### src/sv/rfsc_pkg.sv
`timescale 1ns / 1ps
// ----------------------------------------------------------------------------
// rfsc_pkg
// Shared types and constants of the feedback stream cipher.
// ----------------------------------------------------------------------------
package rfsc_pkg;

   localparam int unsigned TABLE_DEPTH = 256;
   localparam int unsigned ADDR_W      = $clog2(TABLE_DEPTH);
   localparam int unsigned BYTE_W      = 8;
   localparam int unsigned CSR_DATA_W  = 64;
   localparam int unsigned CSR_IDX_W   = 2;
   localparam int unsigned KLEN_W      = 5;
   localparam int unsigned MAX_KEY     = 20;
   localparam int unsigned KEY_VEC_W   = MAX_KEY * BYTE_W;

   localparam logic [ADDR_W-1:0] LAST_ADDR = ADDR_W'(TABLE_DEPTH - 1);
   localparam logic [KLEN_W-1:0] KLEN_MAX  = KLEN_W'(MAX_KEY);
   localparam logic [KLEN_W-1:0] KLEN_MIN  = KLEN_W'(1);
   localparam logic [KLEN_W-1:0] KLEN_RST  = KLEN_W'(16);

   localparam logic [CSR_IDX_W-1:0] CSR_KEY_LOW  = 2'd0;
   localparam logic [CSR_IDX_W-1:0] CSR_KEY_MID  = 2'd1;
   localparam logic [CSR_IDX_W-1:0] CSR_KEY_HIGH = 2'd2;
   localparam logic [CSR_IDX_W-1:0] CSR_KEY_LEN  = 2'd3;

   localparam logic OP_KEY_SCHED = 1'b0;
   localparam logic OP_DATA      = 1'b1;

   typedef enum logic [2:0] {
      ST_IDLE,
      ST_FILL,
      ST_RD_I,
      ST_RD_J,
      ST_WR_I,
      ST_WR_J
   } state_type;

   typedef struct packed {
      logic              we;
      logic [ADDR_W-1:0] waddr;
      logic [BYTE_W-1:0] wdata;
      logic              re;
      logic [ADDR_W-1:0] raddr;
   } ram_req_type;

endpackage

### src/sv/rfsc_req_if.sv
`timescale 1ns / 1ps
// ----------------------------------------------------------------------------
// rfsc_req_if
// Request channel: key schedule or data byte beats.
// ----------------------------------------------------------------------------
interface rfsc_req_if;
   logic       valid;
   logic       ready;
   logic       op;
   logic [7:0] data_byte;
   logic       encrypt;

   modport source (output valid, output op, output data_byte, output encrypt,
                   input ready);
   modport sink (input valid, input op, input data_byte, input encrypt,
                 output ready);
endinterface

interface rfsc_rsp_if;
   logic       valid;
   logic       ready;
   logic [7:0] result_byte;
   logic       was_key_schedule;

   modport source (output valid, output result_byte, output was_key_schedule,
                   input ready);
   modport sink (input valid, input result_byte, input was_key_schedule,
                 output ready);
endinterface

### src/sv/rfsc_perm_ram.sv
`timescale 1ns / 1ps
// ----------------------------------------------------------------------------
// rfsc_perm_ram
// Permutation table: one write port, one read port, registered read data.
// ----------------------------------------------------------------------------
module rfsc_perm_ram
   import rfsc_pkg::*;
(
   input  logic              clock,
   input  ram_req_type       ram_req,
   output logic [BYTE_W-1:0] rd_data
);

   logic [BYTE_W-1:0] mem [TABLE_DEPTH];
   logic [BYTE_W-1:0] rd_data_ff;

   always_ff @(posedge clock) begin
      if (ram_req.we) begin
         mem[ram_req.waddr] <= ram_req.wdata;
      end
   end

   always_ff @(posedge clock) begin
      if (ram_req.re) begin
         rd_data_ff <= mem[ram_req.raddr];
      end
   end

   assign rd_data = rd_data_ff;

endmodule

### src/sv/rc4_feedback_stream_cipher.sv
`timescale 1ns / 1ps
// ----------------------------------------------------------------------------
// rc4_feedback_stream_cipher
// RC4 byte stream cipher with an extra XOR feedback byte.
// ----------------------------------------------------------------------------
// Usage:
//   Load the key through the csr_ port (key bytes 0..19 over three registers,
//   key length 1..20) while the block is idle, then send a key schedule beat
//   (op = 0) on req_bus. It fills the 256-entry permutation table, then runs
//   the key schedule with a read of S[i], a read of S[j] and two swap writes
//   per entry, and then gives its rsp_bus beat (result 0, flag set).
//   Each data beat (op = 1) then runs the same steps plus a keystream read and
//   gives one rsp_bus beat; the next beat is taken only when the block is idle again.
//   The step order is set by the table memory: three dependent reads from its
//   registered read port and two swap writes on its single write port.
//   A finished result sits in an output register; the next beat is taken
//   while it waits. If rsp_bus stalls with a result still held, the
//   sequencer holds its last step until the register frees up.
//   Reset clears the indices, the feedback byte and the key registers
//   (length 16); the table holds no defined content until a key schedule.
// ----------------------------------------------------------------------------
module rc4_feedback_stream_cipher
   import rfsc_pkg::*;
(
   input  logic                  clock,
   input  logic                  reset,
   rfsc_req_if.sink              req_bus,
   rfsc_rsp_if.source            rsp_bus,
   input  logic                  csr_we,
   input  logic [CSR_IDX_W-1:0]  csr_index,
   input  logic [CSR_DATA_W-1:0] csr_wdata
);

   state_type          state_ff, state_in;
   logic [ADDR_W-1:0]  i_ff, i_in;
   logic [ADDR_W-1:0]  j_ff, j_in;
   logic [BYTE_W-1:0]  si_ff, si_in;
   logic [BYTE_W-1:0]  sj_ff, sj_in;
   logic [BYTE_W-1:0]  fb_ff, fb_in;
   logic [KLEN_W-1:0]  k_ff, k_in;
   logic               mode_ff, mode_in;
   logic               enc_ff, enc_in;
   logic [BYTE_W-1:0]  data_ff, data_in;
   logic               hit_i_ff, hit_i_in;
   logic               hit_j_ff, hit_j_in;
   logic               rsp_valid_ff, rsp_valid_in;
   logic [BYTE_W-1:0]  rsp_byte_ff, rsp_byte_in;
   logic               rsp_ks_ff, rsp_ks_in;

   logic [63:0]        key_low_ff;
   logic [63:0]        key_mid_ff;
   logic [31:0]        key_high_ff;
   logic [KLEN_W-1:0]  key_len_ff;

   ram_req_type        ram_req;
   logic [BYTE_W-1:0]  rd_data;

   logic [KEY_VEC_W-1:0] key_vec;
   logic [BYTE_W-1:0]    key_byte;
   logic [KLEN_W-1:0]    len_eff;
   logic                 out_free;
   logic                 accept;
   logic                 finish;

   rfsc_perm_ram u_ram (
      .clock   (clock),
      .ram_req (ram_req),
      .rd_data (rd_data)
   );

   assign key_vec  = {key_high_ff, key_mid_ff, key_low_ff};
   assign key_byte = key_vec[{k_ff, 3'b000} +: BYTE_W];
   assign len_eff  = (key_len_ff == '0)      ? KLEN_MIN :
                     (key_len_ff > KLEN_MAX) ? KLEN_MAX : key_len_ff;
   assign out_free = !rsp_valid_ff || rsp_bus.ready;
   assign accept   = req_bus.valid && req_bus.ready;
   assign finish   = (mode_ff == OP_DATA) || (i_ff == LAST_ADDR);

   assign req_bus.ready            = (state_ff == ST_IDLE);
   assign rsp_bus.valid            = rsp_valid_ff;
   assign rsp_bus.result_byte      = rsp_byte_ff;
   assign rsp_bus.was_key_schedule = rsp_ks_ff;

   // next state
   always_comb begin
      state_in = state_ff;
      unique case (state_ff)
         ST_IDLE: begin
            if (accept) begin
               state_in = (req_bus.op == OP_DATA) ? ST_RD_J : ST_FILL;
            end
         end
         ST_FILL: begin
            if (i_ff == LAST_ADDR) begin
               state_in = ST_RD_I;
            end
         end
         ST_RD_I: state_in = ST_RD_J;
         ST_RD_J: state_in = ST_WR_I;
         ST_WR_I: state_in = ST_WR_J;
         ST_WR_J: begin
            if (!finish) begin
               state_in = ST_RD_I;
            end else if (out_free) begin
               state_in = ST_IDLE;
            end
         end
         default: state_in = ST_IDLE;
      endcase
   end

   // datapath and memory control
   always_comb begin
      logic [ADDR_W-1:0] j_new;
      logic [ADDR_W-1:0] ks_addr;
      logic [BYTE_W-1:0] ks;
      logic [BYTE_W-1:0] res;
      logic [KLEN_W-1:0] k_next;

      j_new   = '0;
      ks_addr = '0;
      ks      = '0;
      res     = '0;
      k_next  = k_ff + KLEN_W'(1);

      i_in     = i_ff;
      j_in     = j_ff;
      si_in    = si_ff;
      sj_in    = sj_ff;
      fb_in    = fb_ff;
      k_in     = k_ff;
      mode_in  = mode_ff;
      enc_in   = enc_ff;
      data_in  = data_ff;
      hit_i_in = hit_i_ff;
      hit_j_in = hit_j_ff;

      rsp_valid_in = rsp_valid_ff && !rsp_bus.ready;
      rsp_byte_in  = rsp_byte_ff;
      rsp_ks_in    = rsp_ks_ff;

      ram_req = '0;

      unique case (state_ff)
         ST_IDLE: begin
            if (accept) begin
               mode_in = req_bus.op;
               enc_in  = req_bus.encrypt;
               data_in = req_bus.data_byte;
               if (req_bus.op == OP_DATA) begin
                  i_in          = i_ff + ADDR_W'(1);
                  ram_req.re    = 1'b1;
                  ram_req.raddr = i_ff + ADDR_W'(1);
               end else begin
                  i_in = '0;
                  j_in = '0;
               end
            end
         end
         ST_FILL: begin
            ram_req.we    = 1'b1;
            ram_req.waddr = i_ff;
            ram_req.wdata = i_ff;
            i_in          = i_ff + ADDR_W'(1);
            k_in          = '0;
         end
         ST_RD_I: begin
            ram_req.re    = 1'b1;
            ram_req.raddr = i_ff;
         end
         ST_RD_J: begin
            j_new = j_ff + rd_data + ((mode_ff == OP_DATA) ? BYTE_W'(0) : key_byte);
            si_in         = rd_data;
            j_in          = j_new;
            ram_req.re    = 1'b1;
            ram_req.raddr = j_new;
         end
         ST_WR_I: begin
            sj_in         = rd_data;
            ram_req.we    = 1'b1;
            ram_req.waddr = i_ff;
            ram_req.wdata = rd_data;
            ks_addr       = si_ff + rd_data;
            hit_i_in      = (ks_addr == i_ff);
            hit_j_in      = (ks_addr == j_ff);
            ram_req.re    = (mode_ff == OP_DATA);
            ram_req.raddr = ks_addr;
         end
         ST_WR_J: begin
            ram_req.we    = 1'b1;
            ram_req.waddr = j_ff;
            ram_req.wdata = si_ff;
            ks  = hit_i_ff ? sj_ff : (hit_j_ff ? si_ff : rd_data);
            res = data_ff ^ ks ^ fb_ff;
            if (!finish) begin
               i_in = i_ff + ADDR_W'(1);
               k_in = (k_next >= len_eff) ? '0 : k_next;
            end else if (out_free) begin
               rsp_valid_in = 1'b1;
               if (mode_ff == OP_DATA) begin
                  rsp_byte_in = res;
                  rsp_ks_in   = 1'b0;
                  fb_in       = fb_ff ^ (enc_ff ? data_ff : res);
               end else begin
                  rsp_byte_in = '0;
                  rsp_ks_in   = 1'b1;
                  fb_in       = key_low_ff[BYTE_W-1:0];
                  i_in        = '0;
                  j_in        = '0;
               end
            end
         end
         default: ram_req = '0;
      endcase
   end

   always_ff @(posedge clock) begin
      if (reset) begin
         state_ff     <= ST_IDLE;
         i_ff         <= '0;
         j_ff         <= '0;
         fb_ff        <= '0;
         k_ff         <= '0;
         mode_ff      <= OP_KEY_SCHED;
         rsp_valid_ff <= 1'b0;
      end else begin
         state_ff     <= state_in;
         i_ff         <= i_in;
         j_ff         <= j_in;
         fb_ff        <= fb_in;
         k_ff         <= k_in;
         mode_ff      <= mode_in;
         rsp_valid_ff <= rsp_valid_in;
      end
   end

   always_ff @(posedge clock) begin
      si_ff       <= si_in;
      sj_ff       <= sj_in;
      enc_ff      <= enc_in;
      data_ff     <= data_in;
      hit_i_ff    <= hit_i_in;
      hit_j_ff    <= hit_j_in;
      rsp_byte_ff <= rsp_byte_in;
      rsp_ks_ff   <= rsp_ks_in;
   end

   always_ff @(posedge clock) begin
      if (reset) begin
         key_low_ff  <= '0;
         key_mid_ff  <= '0;
         key_high_ff <= '0;
         key_len_ff  <= KLEN_RST;
      end else if (csr_we) begin
         unique case (csr_index)
            CSR_KEY_LOW:  key_low_ff  <= csr_wdata;
            CSR_KEY_MID:  key_mid_ff  <= csr_wdata;
            CSR_KEY_HIGH: key_high_ff <= csr_wdata[31:0];
            CSR_KEY_LEN:  key_len_ff  <= csr_wdata[KLEN_W-1:0];
            default:      key_len_ff  <= key_len_ff;
         endcase
      end
   end

   a_no_write_idle: assert property (@(posedge clock) disable iff (reset)
      state_ff == ST_IDLE |-> !ram_req.we)
      else $error("table written while idle");

   a_data_enters_swap: assert property (@(posedge clock) disable iff (reset)
      (accept && req_bus.op == OP_DATA) |=> (state_ff == ST_RD_J && mode_ff == OP_DATA))
      else $error("data beat did not start the swap");

   a_ks_index_step: assert property (@(posedge clock) disable iff (reset)
      (state_ff == ST_WR_J && state_in == ST_RD_I) |=> i_ff == $past(i_ff) + ADDR_W'(1))
      else $error("key schedule index did not advance");

   a_ks_result_zero: assert property (@(posedge clock) disable iff (reset)
      (rsp_valid_ff && rsp_ks_ff) |-> rsp_byte_ff == '0)
      else $error("key schedule beat carries data");

   a_key_index_range: assert property (@(posedge clock) disable iff (reset)
      (state_ff == ST_RD_J && mode_ff == OP_KEY_SCHED) |-> k_ff < len_eff)
      else $error("key byte index out of range");

endmodule

### src/flat_wrapper.sv
// flat-port wrapper written by rule: the top's interface ports become plain ports
module rc4_feedback_stream_cipher_flat import rfsc_pkg::*;
  (clock, reset, csr_we, csr_index, csr_wdata, req_bus_valid, req_bus_op, req_bus_data_byte, req_bus_encrypt, req_bus_ready, rsp_bus_valid, rsp_bus_result_byte, rsp_bus_was_key_schedule, rsp_bus_ready);
  rfsc_req_if req_bus_i ();
  rfsc_rsp_if rsp_bus_i ();
  input  logic clock;
  input  logic reset;
  input  logic csr_we;
  input  logic [CSR_IDX_W-1:0] csr_index;
  input  logic [CSR_DATA_W-1:0] csr_wdata;
  input wire logic [$bits(req_bus_i.valid)-1:0] req_bus_valid;
  input wire logic [$bits(req_bus_i.op)-1:0] req_bus_op;
  input wire logic [$bits(req_bus_i.data_byte)-1:0] req_bus_data_byte;
  input wire logic [$bits(req_bus_i.encrypt)-1:0] req_bus_encrypt;
  output wire logic [$bits(req_bus_i.ready)-1:0] req_bus_ready;
  output wire logic [$bits(rsp_bus_i.valid)-1:0] rsp_bus_valid;
  output wire logic [$bits(rsp_bus_i.result_byte)-1:0] rsp_bus_result_byte;
  output wire logic [$bits(rsp_bus_i.was_key_schedule)-1:0] rsp_bus_was_key_schedule;
  input wire logic [$bits(rsp_bus_i.ready)-1:0] rsp_bus_ready;
  assign req_bus_i.valid = req_bus_valid;
  assign req_bus_i.op = req_bus_op;
  assign req_bus_i.data_byte = req_bus_data_byte;
  assign req_bus_i.encrypt = req_bus_encrypt;
  assign req_bus_ready = req_bus_i.ready;
  assign rsp_bus_valid = rsp_bus_i.valid;
  assign rsp_bus_result_byte = rsp_bus_i.result_byte;
  assign rsp_bus_was_key_schedule = rsp_bus_i.was_key_schedule;
  assign rsp_bus_i.ready = rsp_bus_ready;
  rc4_feedback_stream_cipher u_core (.clock(clock), .reset(reset), .req_bus(req_bus_i), .rsp_bus(rsp_bus_i), .csr_we(csr_we), .csr_index(csr_index), .csr_wdata(csr_wdata));
endmodule
### config.mk
export PLATFORM = sky130hd
export DESIGN_NAME = rc4_feedback_stream_cipher_flat
export DESIGN_NICKNAME = d
export VERILOG_FILES = /design/src/sv/rfsc_pkg.sv /design/src/sv/rfsc_req_if.sv /design/src/sv/rfsc_perm_ram.sv /design/src/sv/rc4_feedback_stream_cipher.sv /design/src/flat_wrapper.sv
export SDC_FILE = /design/constraint.sdc
export NUM_CORES = 2
export LEC_CHECK = 0
export ABC_AREA = 1
export BUFFER_PORTS_ARGS = -buffer_cell sky130_fd_sc_hd__buf_4
export CORE_UTILIZATION = 50
export DETAILED_ROUTE_END_ITERATION = 8
export PLACE_DENSITY = 0.65
export SKIP_CTS_REPAIR_TIMING = 1
export SLEW_MARGIN = 20
export SYNTH_ARGS = -nofsm -noshare
export SYNTH_HDL_FRONTEND = slang
export SYNTH_SLANG_ARGS = --single-unit
export TNS_END_PERCENT = 5
### constraint.sdc
create_clock -name clock -period 8 [get_ports clock]
set_clock_uncertainty 0.1 [all_clocks]
set_input_delay 1.2 -clock clock [delete_from_list [all_inputs] [get_ports clock]]
set_output_delay 1.2 -clock clock [all_outputs]
set_load 0.03 [all_outputs]
==> flow_summary.toml <==
[status]
outcome = "completed"

[route]
drt_iter0_drc = 8697
avgViaCountPerCell = 5.49
via_count = 71225
drc = 0
drtPass1Iterations = 6
wl_um = 279000
wire_per_inst_um = 21.5
ant_nets = 0

[place]
port_buffers = 91
gp_congestion = 0.944
placedInstanceArea_um2 = 105000
dp_hpwl_um = 161000
place_inst = 12550
dp_slack_ns = 1.75

[sta]
setup_ws_ns = 1.70
worstMarginPinSlew_ns = 1.16
fmax_mhz = 159
hold_slack_ns = 0.342
relSlewSlack_pct = 22.4
setup_viol = 0
finalCriticalPeriod_ns = 6.30
setup_tns_ns = 0
hold_viol = 0
rsz0062_at_grt = "no"
final_max_slew_viol_count = 0
finalCritPeriodShare_pct = 78.7

[setup_path]
startpoint_type = "flip-flop"
crit_required_ns = 8.49
crit_fanout = 150
arrival_ns = 6.78
cp-end-kind = "flip-flop"
worstSetupPathType = "reg -> reg"

[logic_synthesis]
synth_edf_count = 2092
ys_seq_elements = 2291
ys.flop_type = "edfxtp_1"
synthMuxAreaShare_pct = 0
synth_area_per_cell_um2 = 9.93
syn_nets = 10355
synth_top_family_by_area = "simple AND/OR/NAND/NOR gates"
synth-compound-area-share_pct = 3.60
ys_seq_area_share_pct = 65.7
synth_fa_ha_area_share_pct = 0.436
netlist_instances = 10244
ys_async_sr_fraction_pct = 0
synth.distinct_cells = 45
synth_warnings = 0
synthXorXnorAreaFrac_pct = 0.413
syn_area_um2 = 102000
yosys.area_share.simple_pct = 20.1

[global_route]
antenna_found_initial = 6
overflow = 0
grt_max_degree = 189
grt.total_usage_pct = 26.9
grt_pass1_wl_um = 418000
first_global_vias = 67089

[floorplan]
rows = 165
die_area_um2 = 205000
initial_core_util_pct = 50.3
coreArea_um2 = 202000
io_pins = 92
die_h_um = 453
fp.dieW_um = 453

[layout]
area_growth_pct = 9.89
drive_gt1_share_pct = 5.71
layout.cells.non_filler = 12965
final_nets = 10218
postLayoutCellArea_um2 = 112000

[power]
leakagePower_nw = 46.5
cellPowerDensity_nw_per_um2 = 328
ir_drop_mv = 0.315

[cts]
clkSinkCount = 2291
clkTransAtPathRegs_ns = 0.06
clk_latency_ns = 0.87
cts_buffers = 227
clockRootBuffer = "clkbuf_16"
h-tree-depth = 4
clockBufferDepth = 3
cts_tree = "built"

[job]
maxCapViolCount = 0

[hold_path]
hold_class = "reg -> reg"
metrics by stage:
stage / power (mW) / utilization, %
after floorplan: 22.0 / -
after global placement: 26.1 / 51.7
after detailed placement: 26.2 / 51.7
after CTS: 36.6 / 55.3
after global routing: 38.0 / 55.3
final: 36.6 / 55.3
metal layers:
layer  global-route usage (%)  part of all wire (%)  wire length [um]  vias to the layer above
met4                     9.94                   3.7             10300                        4
li1                         -                     -                 -                    33232
met5                        0                0.0075                21                        -
met1                     37.4                    41            114000                    34220
met2                     42.4                    46            129000                     3204
met3                     4.52                   9.0             25200                      565
sequential cells by signal (all words and copies together) (netlist names), 32 cells and up:
signal and cells:
u_core.key_high_ff 32, u_core.u_ram.mem 2048, u_core.key_mid_ff 64, u_core.key_low_ff 64
synthesized netlist by cell type (all sizes together), types with 9 or more instances:
master,count,area share (%)
dfxtp,199,3.9
nor3,9,0.044
o211ai,137,1.0
nand3,1906,9.4
a21oi,129,0.63
ha,21,0.26
edfxtp,2092,62
xor2,31,0.27
o221ai,18,0.16
fa,9,0.18
o21ai,300,1.5
clkbuf,132,0.49
nand2,2155,8.0
xnor2,17,0.15
inv,1911,7.1
buf,438,2.2
nor2,683,2.6
area by class of cell:
| cell class | count | area, um2 |
|---|---|---|
| clock inverter | 134 | 1290 |
| tap | 2672 | 3340 |
| inverter | 1915 | 7190 |
| fill | 17223 | 90400 |
| timing repair buffer | 204 | 2010 |
| clock buffer | 278 | 5940 |
| antenna | 3 | 7.51 |
| multi-input combinational | 5468 | 25200 |
| sequential | 2291 | 66800 |
worst paths after layout:
kind,start,endpoint,slack [ns],depth (start not counted)
worst min register to register,u_core.key_high_ff[2],u_core.key_high_ff[2],0.34,2
worst min-delay path,u_core.key_high_ff[2],u_core.key_high_ff[2],0.34,2
worst max register to register,u_core.k_ff[0],u_core.u_ram.rd_data[0],1.70,24
worst max-delay path,u_core.k_ff[0],u_core.u_ram.rd_data[0],1.70,24
power breakdown:
group          switching [mW]  internal [mW]
Sequential              0.228           14.3
Clock                    4.63           5.89
Combinational            8.74           2.88
Total                    13.6           23.0
cell families after synthesis:
group	after synthesis
adders and majority gates	30
buffers and inverters	2485
xor gates and xnor gates	48
AOI/OAI and AO/OA	624
and+or+nand+nor	4766
DFF	2291
cell usage in the layout (no fill, tap or decap), drive strengths merged, types with 5 or more instances in the layout:
master	Yosys	final
a21oi	129	129
a221o	8	8
a221oi	8	8
buf	438	204
bufinv	0	19
clkbuf	132	278
clkinv	4	99
clkinvlp	0	11
dfxtp	199	199
edfxtp	2092	2092
fa	9	9
ha	21	21
inv	1911	1920
nand2	2155	2155
nand3	1906	1906
nand3b	5	5
nor2	683	683
nor3	9	9
o211ai	137	137
o21ai	300	300
o21bai	8	8
o221ai	18	18
o22ai	7	7
xnor2	17	17
xor2	31	31
critical path, cell delays in order (launching register included):
cell	delay (ns)
dfxtp_2	0.32
inv_2	0.69
a21oi_1	0.12
o21ai_0	0.12
o21ai_0	0.16
o211ai_1	0.19
a21oi_1	0.09
nor2_1	0.19
nor2_1	0.08
fa_1	0.50
nand4_1	0.22
nand2_1	0.20
nor2_4	0.12
nand2_8	0.38
buf_12	0.57
buf_4	0.54
nand2_1	0.12
nand3_1	0.10
nand3_1	0.18
nand3_1	0.16
nand3_1	0.13
nand3_1	0.17
nand3_1	0.17
nand3_1	0.12
nand2_1	0.08
No activity file was read; power rests on OpenSTA's default activity.
